===== src/hw/rtl/tlc_pkg.sv =====
// tlc_pkg: types and constants shared by the two-way traffic light controller
// lamp and mode codes, transaction payload structs, configuration register set
// no dependencies
package tlc_pkg;

  localparam int unsigned SEC_W      = 7;
  localparam int unsigned TICK_W     = 10;
  localparam int unsigned TIMER_W    = 17;
  localparam int unsigned CFG_IDX_W  = 3;
  localparam int unsigned CFG_DATA_W = 10;

  localparam logic [CFG_IDX_W-1:0] CFG_RED_SECONDS      = 3'd0;
  localparam logic [CFG_IDX_W-1:0] CFG_AMBER_SECONDS    = 3'd1;
  localparam logic [CFG_IDX_W-1:0] CFG_GREEN_SECONDS    = 3'd2;
  localparam logic [CFG_IDX_W-1:0] CFG_TICKS_PER_SECOND = 3'd3;
  localparam logic [CFG_IDX_W-1:0] CFG_BLINK_TICKS      = 3'd4;

  localparam logic [SEC_W-1:0]  RED_SECONDS_RST      = 7'd5;
  localparam logic [SEC_W-1:0]  AMBER_SECONDS_RST    = 7'd2;
  localparam logic [SEC_W-1:0]  GREEN_SECONDS_RST    = 7'd3;
  localparam logic [TICK_W-1:0] TICKS_PER_SECOND_RST = 10'd100;
  localparam logic [TICK_W-1:0] BLINK_TICKS_RST      = 10'd25;

  typedef enum logic [1:0] {
    LAMP_OFF   = 2'd0,
    LAMP_RED   = 2'd1,
    LAMP_AMBER = 2'd2,
    LAMP_GREEN = 2'd3
  } lamp_t;

  typedef enum logic [1:0] {
    MODE_NORMAL = 2'd0,
    MODE_RED    = 2'd1,
    MODE_AMBER  = 2'd2,
    MODE_GREEN  = 2'd3
  } mode_t;

  typedef struct packed {
    logic tick;
    logic mode_press;
  } tlc_in_t;

  typedef struct packed {
    logic [1:0]       light_a;
    logic [1:0]       light_b;
    logic [SEC_W-1:0] display_a;
    logic [SEC_W-1:0] display_b;
  } tlc_out_t;

  typedef struct packed {
    logic [SEC_W-1:0]  red_seconds;
    logic [SEC_W-1:0]  amber_seconds;
    logic [SEC_W-1:0]  green_seconds;
    logic [TICK_W-1:0] ticks_per_second;
    logic [TICK_W-1:0] blink_ticks;
  } tlc_cfg_t;

endpackage


===== src/hw/rtl/two_way_traffic_light_controller.sv =====
// two_way_traffic_light_controller: two-direction lamp sequencer with modify modes
// path: an accepted item is held in the input register, then the updated state lands
// in the result register, which raises result_valid
// throughput: one item per cycle while result_ready stays high; the state update is a single pass of counter logic
// reset: synchronous rst restores register defaults, normal mode, A red and B green
// depends on tlc_pkg, tlc_cfg, tlc_in_stage, tlc_ctrl, tlc_out_stage
module two_way_traffic_light_controller
  import tlc_pkg::*;
(
  input  logic                  clk,
  input  logic                  rst,
  input  logic                  item_valid,
  output logic                  item_ready,
  input  tlc_in_t               item,
  output logic                  result_valid,
  input  logic                  result_ready,
  output tlc_out_t              result,
  input  logic                  cfg_we,
  input  logic [CFG_IDX_W-1:0]  cfg_index,
  input  logic [CFG_DATA_W-1:0] cfg_data
);

  tlc_cfg_t cfg;
  logic     held_valid;
  logic     held_take;
  tlc_in_t  held_item;
  tlc_out_t step_result;

  tlc_cfg u_cfg (
    .clk       (clk),
    .rst       (rst),
    .cfg_we    (cfg_we),
    .cfg_index (cfg_index),
    .cfg_data  (cfg_data),
    .cfg       (cfg)
  );

  tlc_in_stage u_in (
    .clk        (clk),
    .rst        (rst),
    .item_valid (item_valid),
    .item_ready (item_ready),
    .item       (item),
    .held_valid (held_valid),
    .held_take  (held_take),
    .held_item  (held_item)
  );

  tlc_ctrl u_ctrl (
    .clk         (clk),
    .rst         (rst),
    .cfg         (cfg),
    .step        (held_valid && held_take),
    .step_item   (held_item),
    .step_result (step_result)
  );

  tlc_out_stage u_out (
    .clk          (clk),
    .rst          (rst),
    .load_valid   (held_valid),
    .load_ready   (held_take),
    .load_data    (step_result),
    .result_valid (result_valid),
    .result_ready (result_ready),
    .result       (result)
  );

endmodule


===== src/hw/rtl/tlc_cfg.sv =====
// tlc_cfg: configuration register file with write-only port
// depends on tlc_pkg
module tlc_cfg
  import tlc_pkg::*;
(
  input  logic                  clk,
  input  logic                  rst,
  input  logic                  cfg_we,
  input  logic [CFG_IDX_W-1:0]  cfg_index,
  input  logic [CFG_DATA_W-1:0] cfg_data,
  output tlc_cfg_t              cfg
);

  always_ff @(posedge clk) begin
    if (rst) begin
      cfg.red_seconds      <= RED_SECONDS_RST;
      cfg.amber_seconds    <= AMBER_SECONDS_RST;
      cfg.green_seconds    <= GREEN_SECONDS_RST;
      cfg.ticks_per_second <= TICKS_PER_SECOND_RST;
      cfg.blink_ticks      <= BLINK_TICKS_RST;
    end else if (cfg_we) begin
      unique case (cfg_index)
        CFG_RED_SECONDS:      cfg.red_seconds      <= cfg_data[SEC_W-1:0];
        CFG_AMBER_SECONDS:    cfg.amber_seconds    <= cfg_data[SEC_W-1:0];
        CFG_GREEN_SECONDS:    cfg.green_seconds    <= cfg_data[SEC_W-1:0];
        CFG_TICKS_PER_SECOND: cfg.ticks_per_second <= cfg_data[TICK_W-1:0];
        CFG_BLINK_TICKS:      cfg.blink_ticks      <= cfg_data[TICK_W-1:0];
        default: ;
      endcase
    end
  end

endmodule


===== src/hw/rtl/tlc_in_stage.sv =====
// tlc_in_stage: input register for one item transaction
// depends on tlc_pkg
module tlc_in_stage
  import tlc_pkg::*;
(
  input  logic    clk,
  input  logic    rst,
  input  logic    item_valid,
  output logic    item_ready,
  input  tlc_in_t item,
  output logic    held_valid,
  input  logic    held_take,
  output tlc_in_t held_item
);

  assign item_ready = !held_valid || held_take;

  always_ff @(posedge clk) begin
    if (rst) begin
      held_valid <= 1'b0;
    end else if (item_ready) begin
      held_valid <= item_valid;
    end
  end

  always_ff @(posedge clk) begin
    if (item_valid && item_ready) begin
      held_item <= item;
    end
  end

endmodule


===== src/hw/rtl/tlc_ctrl.sv =====
// tlc_ctrl: controller state (mode, lamps, countdowns, timers) and its update
// depends on tlc_pkg; advances one step per strobe and presents the new outputs
module tlc_ctrl
  import tlc_pkg::*;
(
  input  logic     clk,
  input  logic     rst,
  input  tlc_cfg_t cfg,
  input  logic     step,
  input  tlc_in_t  step_item,
  output tlc_out_t step_result
);

  mode_t              mode, mode_next;
  lamp_t              lamp_a, lamp_a_next;
  lamp_t              lamp_b, lamp_b_next;
  logic [SEC_W-1:0]   count_a, count_a_next;
  logic [SEC_W-1:0]   count_b, count_b_next;
  logic [TIMER_W-1:0] second_timer, second_timer_next;
  logic [TIMER_W-1:0] phase_timer_a, phase_timer_a_next;
  logic [TIMER_W-1:0] phase_timer_b, phase_timer_b_next;

  logic [TIMER_W-1:0] load_red, load_amber, load_green;
  logic [TIMER_W-1:0] load_tps, load_blink;
  logic               fire_s, fire_a, fire_b;
  mode_t              mode_up;

  assign load_red   = TIMER_W'(cfg.red_seconds * cfg.ticks_per_second);
  assign load_amber = TIMER_W'(cfg.amber_seconds * cfg.ticks_per_second);
  assign load_green = TIMER_W'(cfg.green_seconds * cfg.ticks_per_second);
  assign load_tps   = TIMER_W'(cfg.ticks_per_second);
  assign load_blink = TIMER_W'(cfg.blink_ticks);
  assign mode_up    = mode_t'(mode + 2'd1);

  always_comb begin
    mode_next          = mode;
    lamp_a_next        = lamp_a;
    lamp_b_next        = lamp_b;
    count_a_next       = count_a;
    count_b_next       = count_b;
    second_timer_next  = second_timer;
    phase_timer_a_next = phase_timer_a;
    phase_timer_b_next = phase_timer_b;
    fire_s             = 1'b0;
    fire_a             = 1'b0;
    fire_b             = 1'b0;

    if (step_item.tick) begin
      if (second_timer != '0) begin
        second_timer_next = second_timer - TIMER_W'(1);
        fire_s            = (second_timer == TIMER_W'(1));
      end
      if (phase_timer_a != '0) begin
        phase_timer_a_next = phase_timer_a - TIMER_W'(1);
        fire_a             = (phase_timer_a == TIMER_W'(1));
      end
      if (phase_timer_b != '0) begin
        phase_timer_b_next = phase_timer_b - TIMER_W'(1);
        fire_b             = (phase_timer_b == TIMER_W'(1));
      end
    end

    if (mode == MODE_NORMAL) begin
      if (fire_s) begin
        second_timer_next = load_tps;
        if (count_a_next != '0) count_a_next = count_a_next - SEC_W'(1);
        if (count_b_next != '0) count_b_next = count_b_next - SEC_W'(1);
      end
      if (fire_a) begin
        unique case (lamp_a)
          LAMP_RED: begin
            lamp_a_next = LAMP_GREEN; count_a_next = cfg.green_seconds;
            phase_timer_a_next = load_green;
          end
          LAMP_AMBER: begin
            lamp_a_next = LAMP_RED; count_a_next = cfg.red_seconds;
            phase_timer_a_next = load_red;
          end
          LAMP_GREEN: begin
            lamp_a_next = LAMP_AMBER; count_a_next = cfg.amber_seconds;
            phase_timer_a_next = load_amber;
          end
          default: ;
        endcase
      end
      if (fire_b) begin
        unique case (lamp_b)
          LAMP_RED: begin
            lamp_b_next = LAMP_GREEN; count_b_next = cfg.green_seconds;
            phase_timer_b_next = load_green;
          end
          LAMP_AMBER: begin
            lamp_b_next = LAMP_RED; count_b_next = cfg.red_seconds;
            phase_timer_b_next = load_red;
          end
          LAMP_GREEN: begin
            lamp_b_next = LAMP_AMBER; count_b_next = cfg.amber_seconds;
            phase_timer_b_next = load_amber;
          end
          default: ;
        endcase
      end
      if (step_item.mode_press) begin
        mode_next         = MODE_RED;
        second_timer_next = load_blink;
        count_a_next      = SEC_W'(MODE_RED) + SEC_W'(1);
        count_b_next      = cfg.red_seconds;
        lamp_a_next       = LAMP_OFF;
        lamp_b_next       = LAMP_OFF;
      end
    end else begin
      // blink between off and the colour being modified
      if (fire_s) begin
        if (lamp_a == LAMP_OFF) begin
          second_timer_next = load_blink;
          lamp_a_next       = lamp_t'(mode);
          lamp_b_next       = lamp_t'(mode);
        end else if (lamp_a == lamp_t'(mode)) begin
          second_timer_next = load_blink;
          lamp_a_next       = LAMP_OFF;
          lamp_b_next       = LAMP_OFF;
        end
      end
      if (step_item.mode_press) begin
        mode_next = mode_up;
        if (mode_up == MODE_NORMAL) begin
          second_timer_next  = load_tps;
          phase_timer_a_next = load_red;
          phase_timer_b_next = load_green;
          count_a_next       = cfg.red_seconds;
          count_b_next       = cfg.green_seconds;
          lamp_a_next        = LAMP_RED;
          lamp_b_next        = LAMP_GREEN;
        end else begin
          second_timer_next = load_blink;
          count_a_next      = SEC_W'(mode_up) + SEC_W'(1);
          count_b_next      = (mode_up == MODE_AMBER) ? cfg.amber_seconds
                                                      : cfg.green_seconds;
          lamp_a_next       = LAMP_OFF;
          lamp_b_next       = LAMP_OFF;
        end
      end
    end

    step_result.light_a   = lamp_a_next;
    step_result.light_b   = lamp_b_next;
    step_result.display_a = count_a_next;
    step_result.display_b = count_b_next;
  end

  always_ff @(posedge clk) begin
    if (rst) begin
      mode          <= MODE_NORMAL;
      lamp_a        <= LAMP_RED;
      lamp_b        <= LAMP_GREEN;
      count_a       <= RED_SECONDS_RST;
      count_b       <= GREEN_SECONDS_RST;
      second_timer  <= TIMER_W'(TICKS_PER_SECOND_RST);
      phase_timer_a <= TIMER_W'(RED_SECONDS_RST * TICKS_PER_SECOND_RST);
      phase_timer_b <= TIMER_W'(GREEN_SECONDS_RST * TICKS_PER_SECOND_RST);
    end else if (step) begin
      mode          <= mode_next;
      lamp_a        <= lamp_a_next;
      lamp_b        <= lamp_b_next;
      count_a       <= count_a_next;
      count_b       <= count_b_next;
      second_timer  <= second_timer_next;
      phase_timer_a <= phase_timer_a_next;
      phase_timer_b <= phase_timer_b_next;
    end
  end

endmodule


===== src/hw/rtl/tlc_out_stage.sv =====
// tlc_out_stage: result register holding one transaction until taken
// depends on tlc_pkg
module tlc_out_stage
  import tlc_pkg::*;
(
  input  logic     clk,
  input  logic     rst,
  input  logic     load_valid,
  output logic     load_ready,
  input  tlc_out_t load_data,
  output logic     result_valid,
  input  logic     result_ready,
  output tlc_out_t result
);

  assign load_ready = !result_valid || result_ready;

  always_ff @(posedge clk) begin
    if (rst) begin
      result_valid <= 1'b0;
    end else if (load_ready) begin
      result_valid <= load_valid;
    end
  end

  always_ff @(posedge clk) begin
    if (load_valid && load_ready) begin
      result <= load_data;
    end
  end

endmodule


===== config.mk =====
export PLATFORM = sky130hd
export DESIGN_NAME = two_way_traffic_light_controller
export DESIGN_NICKNAME = d
export VERILOG_FILES = /design/src/hw/rtl/tlc_pkg.sv /design/src/hw/rtl/two_way_traffic_light_controller.sv /design/src/hw/rtl/tlc_cfg.sv /design/src/hw/rtl/tlc_in_stage.sv /design/src/hw/rtl/tlc_ctrl.sv /design/src/hw/rtl/tlc_out_stage.sv
export SDC_FILE = /design/constraint.sdc
export NUM_CORES = 1
export LEC_CHECK = 0
export BUFFER_PORTS_ARGS = -buffer_cell sky130_fd_sc_hd__clkbuf_2
export CAP_MARGIN = 20
export CORE_MARGIN = 2
export CORE_UTILIZATION = 52
export CTS_BUF_LIST = sky130_fd_sc_hd__clkbuf_8
export DETAILED_ROUTE_END_ITERATION = 6
export GPL_ROUTABILITY_DRIVEN = 0
export PLACE_DENSITY = 0.77
export SLEW_MARGIN = 30
export SYNTH_ARGS = -nofsm -noshare
export SYNTH_HDL_FRONTEND = slang
export SYNTH_SLANG_ARGS = --single-unit
export TNS_END_PERCENT = 5

===== constraint.sdc =====
create_clock -name clk -period 5.8 [get_ports clk]
set_clock_uncertainty 0.15 [all_clocks]
set_input_delay 0.87 -clock clk [delete_from_list [all_inputs] [get_ports clk]]
set_output_delay 0.87 -clock clk [all_outputs]
set_load 0.05 [all_outputs]

Word level (Yosys, flattened, before mapping):

Cells that the tools add are included.

* bits in registers: 134
* input bits: 20
* output and inout port bits: 20
* word-level logic and storage cells: 135

* $add $sub $neg: 7
* multipliers: 3
* equal/unequal tests: 15
* muxes and demuxes: 68
* reduce and logical (&&, ||, !) cells: 21

Operators with widths (number)
* $mux 17: 21
* $mux 7: 15
* $pmux 17 s3: 2
* $eq 17x1->1 const B: 3
* $mul 7x10->17: 3
* $reduce_bool 17->1: 3
* $sub 17x1->17 const B: 3
* $pmux 7 s3: 2
* $mux 2: 18
* $reduce_bool 7->1: 2
* $sub 7x1->7 const B: 2
* $pmux 2 s3: 2
* $reduce_and 2->1: 6
* $eq 2x2->1 const B: 5
* $mux 10: 1
* $mux 1: 7
* $eq 3x2->1 const B: 2
* $logic_not 2->1: 3
* $eq 2x1->1 const B: 2
* $add 2x1->3 const B: 1
* $eq 3x1->1 const B: 1
* $eq 3x3->1 const B: 1
* $logic_not 3->1: 1
* $add 2x1->2 const B: 1
* other kinds (4): 7

Logic depth before layout (Yosys ltp):

* depth in word-level cells: 8
* gate-level depth with buffers: 19
* gate-level depth less buffers: 18

Cells and area by module:

Synthesis repeated with hierarchy kept, for this count alone.

* cells, all modules: 2064
* area total of the unflattened synthesis: 16520.8 µm²

By module, submodules not included
* tlc_ctrl: times used 1, cells an instance 1875, area an instance 14119.8 µm², sequential area each 1421.4 µm²
* tlc_cfg: times used 1, cells an instance 158, area an instance 1684.1 µm², sequential area each 820.8 µm²
* tlc_out_stage: times used 1, cells an instance 23, area an instance 595.6 µm², sequential area each 560.5 µm²
* tlc_in_stage: times used 1, cells an instance 7, area an instance 115.1 µm², sequential area each 80.1 µm²
* two_way_traffic_light_controller: times used 1, cells an instance 1, area an instance 6.3 µm², sequential area each 0.0 µm²

Worst setup path after synthesis:

No wires, ideal clock.

* kind: reg2reg
* start point: register u_cfg.cfg[36] (netlist name)
* end point: register u_ctrl.phase_timer_b[13]
* setup time: 0.120 ns
* data arrival time: 4.798 ns
* required time: 5.530 ns
* slack: 0.732 ns
* stages on the path, launching flop included: 18
* period minus slack after synthesis: 5.068 ns
* cells stage by stage: dfxtp_1 -> clkbuf_1 -> and2_1 -> fa_1 -> fa_1 -> fa_1 -> inv_1 -> fa_1 -> inv_1 -> ha_1 -> a2111oi_0 -> o21ai_0 -> a41oi_1 -> o21ai_0 -> xor2_1 -> a221oi_1 -> a21oi_1 -> a211o_1

* word-level cells in the longest chain between the ends: 4

Ends and longest elaborated chain
* $mul 7x10->17: RTL line tlc_ctrl.sv:28 `assign load_red = TIMER_W'(cfg.red_seconds * cfg.ticks_per_second);`
* $pmux 17 s3: RTL line tlc_ctrl.sv:87 `unique case (lamp_b)`
* $mux 17: RTL line tlc_ctrl.sv:86 `if (fire_b) begin`
* $mux 17: RTL line tlc_ctrl.sv:63 `if (mode == MODE_NORMAL) begin`
* end signal, assigned: RTL line tlc_ctrl.sv:160 `phase_timer_b <= TIMER_W'(GREEN_SECONDS_RST * TICKS_PER_SECOND_RST);`
* end signal, assigned: RTL line tlc_ctrl.sv:169 `phase_timer_b <= phase_timer_b_next;`
* end, declared: RTL line tlc_ctrl.sv:21 `logic [TIMER_W-1:0] phase_timer_b, phase_timer_b_next;`

No other way between the ends.
A chain may end at the register's enable or synchronous reset.

Worst setup path after layout:

* start point: register u_cfg.cfg[14] (netlist name)
* end point: register u_ctrl.phase_timer_b[13]

* word-level cells in the longest chain between the ends: 4
* elaborated cells on any way between the ends: 8
* classes of those cells: 3 x mul; 5 x mux

Ends and longest elaborated chain (RTL line)
* $mul 7x10->17, on equally long branches: tlc_ctrl.sv:29, tlc_ctrl.sv:28, tlc_ctrl.sv:30
* $pmux 17 s3 or $mux 17 (tied branches): tlc_ctrl.sv:87, tlc_ctrl.sv:126
* $mux 17, on equally long branches: tlc_ctrl.sv:86, tlc_ctrl.sv:124
* $mux 17 *: tlc_ctrl.sv:63

Every way passes the cells marked *; elsewhere a longest branch is shown, timed or not.

==> flow_summary.json <==
{
  "crit_type": "reg -> reg",
  "first_global_vias": 14600,
  "clockPowerShare_pct": 32.5,
  "wire_per_inst_um": 21.5,
  "drive_above_1_share_pct": 7.96,
  "cts-root-buf": "clkbuf_8",
  "slew_headroom_pct": 35.1,
  "netSwitchingPower_uw": 965,
  "violations": "DRC",
  "portBuffers": 39,
  "clk-insertion-delay-late_ns": 0.49,
  "chipWidth_um": 179,
  "overflow": 0,
  "syn_inst": 2015,
  "r2r_end": "u_ctrl.phase_timer_b[13]",
  "drtIter0Drc": 2361,
  "clk_path_buf_depth": 2,
  "place_area_um2": 16500,
  "comb_power_share_pct": 26.1,
  "r2r_slack_ns": 0.24,
  "synth_edf_count": 20,
  "tns_ns": 0,
  "cp.arrival_ns": 5.78,
  "die-area_um2": 32100,
  "fin_area_um2": 16900,
  "cp_slowest_cell": "dfxtp_1",
  "grt_antenna_before_repair": 0,
  "cp-endpoint": "u_ctrl.phase_timer_b[13]",
  "p_int_uw": 1550,
  "synth_cell_type_count": 85,
  "grt.total_usage_pct": 32.4,
  "rsz0062_at_grt": "no",
  "cp-startpoint": "u_cfg.cfg[14]",
  "clk_pin_slew_ns": 0.09,
  "cts_tree": "yes",
  "async_flop_share_pct": 0,
  "cp_slowest_stage_delay_ns": 0.57,
  "path_buf_inv": 2,
  "setup_violations": 0,
  "hold_class": "reg -> reg",
  "crit_path_cell_trace": "and2_1, fa_1, fa_1, fa_1, inv_1, fa_1, inv_1, ha_1, a2111oi_0, o21ai_0, a41oi_1, o21ai_0, xor2_1, a221oi_1, a21oi_1, a211o_1",
  "synth-main-ff-cell": "dfxtp_1",
  "cp_common_cell": "fa_1",
  "outcome": "finished, violations left",
  "ir_drop_uv": 128,
  "drv_slew": 0,
  "yosys_warnings": 0,
  "fin_util_pct": 55.7,
  "nNetsFinal": 2261,
  "worst_pin_slew_ns": 0.974,
  "timing.fmax_ghz": 0.180,
  "synth_nets": 2279,
  "yosysSeqAreaShare_pct": 18.1,
  "vias": 15600,
  "die_y_um": 179,
  "p_leak_uw": 0.00760,
  "cts_setup_buffers": 0,
  "diodes": 0,
  "area_growth_pct": 6.15,
  "boundaryPins": 40,
  "endpoint_kind": "flip-flop",
  "drt_first_pass_iters": 7,
  "avgSynthCellArea_um2": 7.92,
  "pre_cts_slack_ns": 0.291,
  "final.period_utilization_pct": 95.9,
  "seqPwrFrac_pct": 41.5,
  "holdBufCountCts": 0,
  "cp_num_cells": 16,
  "fill_cells": 2802,
  "final_common_cell": "nand2_1",
  "layout_common_cells": "nand2_1, inv_1, and2_1, nor2_1, a21oi_1",
  "period_minus_slack_ns": 5.56,
  "postLayoutSetupSlackWorst_ns": 0.237,
  "startpoint_type": "flip-flop",
  "hp-start": "u_cfg.cfg[2]",
  "cp_top_family": "adder cells",
  "hold_viol_final": 0,
  "grt_pass1_wl_um": 80400,
  "htree_levels": 4,
  "netSwitchingFraction_pct": 38.3,
  "clock_sinks": 134,
  "ys_ff_latch": 134,
  "dp_hpwl_um": 38300,
  "route.detailed.drc": 112,
  "start_util_pct": 52.5,
  "power_uw": 2520,
  "vias_per_cell": 6.47,
  "row_count": 64,
  "ctsResizeCount": 0,
  "grt_max_degree": 74,
  "routed_wl_um": 51700,
  "core_area_um2": 30400,
  "drv_cap": 0,
  "cellPowerDensity_nw_per_um2": 149,
  "antenna_left": 0,
  "reg2reg_from": "u_cfg.cfg[14]",
  "syn-cell-area_um2": 16000,
  "whs_path_depth": 2,
  "cts_inserted_buffers": 17,
  "required_ns": 6.02,
  "crit_fanout": 10,
  "ff2ff_path_depth": 16
}
synth_stat cells, types with 6 or more instances:
library cell / n / area, um^2
o211ai_1: 16 / 120
nand3b_1: 14 / 105
xor2_1: 23 / 201
nor4b_1: 6 / 52.6
a21o_1: 11 / 82.6
dfxtp_1: 114 / 2280
mux2i_1: 32 / 320
inv_1: 180 / 676
a221oi_1: 15 / 131
clkbuf_1: 110 / 413
nor3_1: 51 / 255
buf_1: 7 / 26.3
o31a_1: 6 / 52.6
nand4_1: 12 / 75.1
o22ai_1: 11 / 68.8
nor4_1: 22 / 138
fa_1: 117 / 2340
and3_1: 12 / 75.1
o21ai_0: 70 / 350
a22oi_1: 13 / 97.6
o21bai_1: 11 / 82.6
nand2b_1: 15 / 93.8
or3_1: 17 / 106
a222oi_1: 21 / 210
o31ai_1: 17 / 128
nand3_1: 31 / 155
or4_1: 11 / 82.6
nor2b_1: 15 / 93.8
a211o_1: 17 / 149
xnor2_1: 45 / 394
a31oi_1: 15 / 93.8
a211oi_1: 27 / 203
edfxtp_1: 20 / 601
and2_1: 165 / 1030
a21oi_1: 132 / 661
or2_2: 7 / 43.8
nor2_1: 142 / 533
nand2_1: 229 / 860
o21a_1: 9 / 67.6
a311oi_1: 7 / 61.3
ha_1: 127 / 1590
sequential cells by signal (all words and copies together), names as in the netlist, 2 cells and up:
name,count
u_ctrl.lamp_b,2
u_cfg.cfg,41
u_in.held_item,2
u_out.result,18
u_ctrl.mode,2
u_ctrl.count_b,7
u_ctrl.second_timer,17
u_ctrl.phase_timer_b,17
u_ctrl.phase_timer_a,17
u_ctrl.count_a,7
u_ctrl.lamp_a,2
metrics by stage:
| step | std cells | hold slack (ns) |
|---|---|---|
| 2_1_floorplan | 2015 | 0.286 |
| 3_3_place_gp | 2373 | 0.296 |
| 3_5_place_dp | 2373 | 0.307 |
| 4_1_cts | 2405 | 0.319 |
| 5_1_grt | 2406 | 0.336 |
| 6_report | 2406 | 0.315 |
how the worst min path moves through the flow:
stage / endpoint / slack (ns)
floorplan: u_cfg.cfg[5] / 0.29
global placement: u_cfg.cfg[2] / 0.30
detailed placement: u_cfg.cfg[2] / 0.31
CTS: u_cfg.cfg[2] / 0.32
global route: u_cfg.cfg[5] / 0.34
finish: u_cfg.cfg[2] / 0.31
logic make-up after synthesis:
| family | count (synthesis) | share of synthesized area [%] |
|---|---|---|
| and+or+nand+nor | 769 | 24.4 |
| AOI/OAI and AO/OA | 459 | 19.5 |
| buffers and inverters | 303 | 7.20 |
| adders and majority gates | 244 | 24.6 |
| DFF | 134 | 18.1 |
| xor gates and xnor gates | 68 | 3.73 |
| muxes | 38 | 2.50 |
final cells by class:
class | instances | area, um^2 | share of cell area, %
Multi-Input combinational cell | 1578 | 12000 | 70.6
Sequential cell | 134 | 2880 | 17.0
Inverter | 181 | 679 | 4.01
Timing Repair Buffer | 85 | 548 | 3.23
Tap cell | 396 | 495 | 2.92
Clock buffer | 17 | 234 | 1.38
Clock inverter | 15 | 144 | 0.849
worst min-delay path, cell delays in order (launching register included):
cell and delay [ns]:
dfxtp_1 0.32, nand2_1 0.05, a21oi_1 0.05
layer usage:
layer | vias up | track usage (%) | wire (um) | part of all wire, %
li1 | 6981 | - | - | -
met1 | 7309 | 42.4 | 20200 | 39
met2 | 1049 | 48.6 | 22200 | 43
met3 | 237 | 9.39 | 6590 | 13
met4 | 0 | 16.2 | 2720 | 5.3
met5 | - | 0 | 0 | 0
power groups by stage:
stage | sequential [uW] | combinational, uW | clock (uW)
2_1_floorplan | 1060 | 434 | 0
3_3_place_gp | 1060 | 610 | 0
3_5_place_dp | 1060 | 625 | 0
4_1_cts | 1040 | 628 | 813
5_1_grt | 1050 | 707 | 846
6_report | 1040 | 656 | 818
Note: power is estimated with default switching activity, not from simulation.
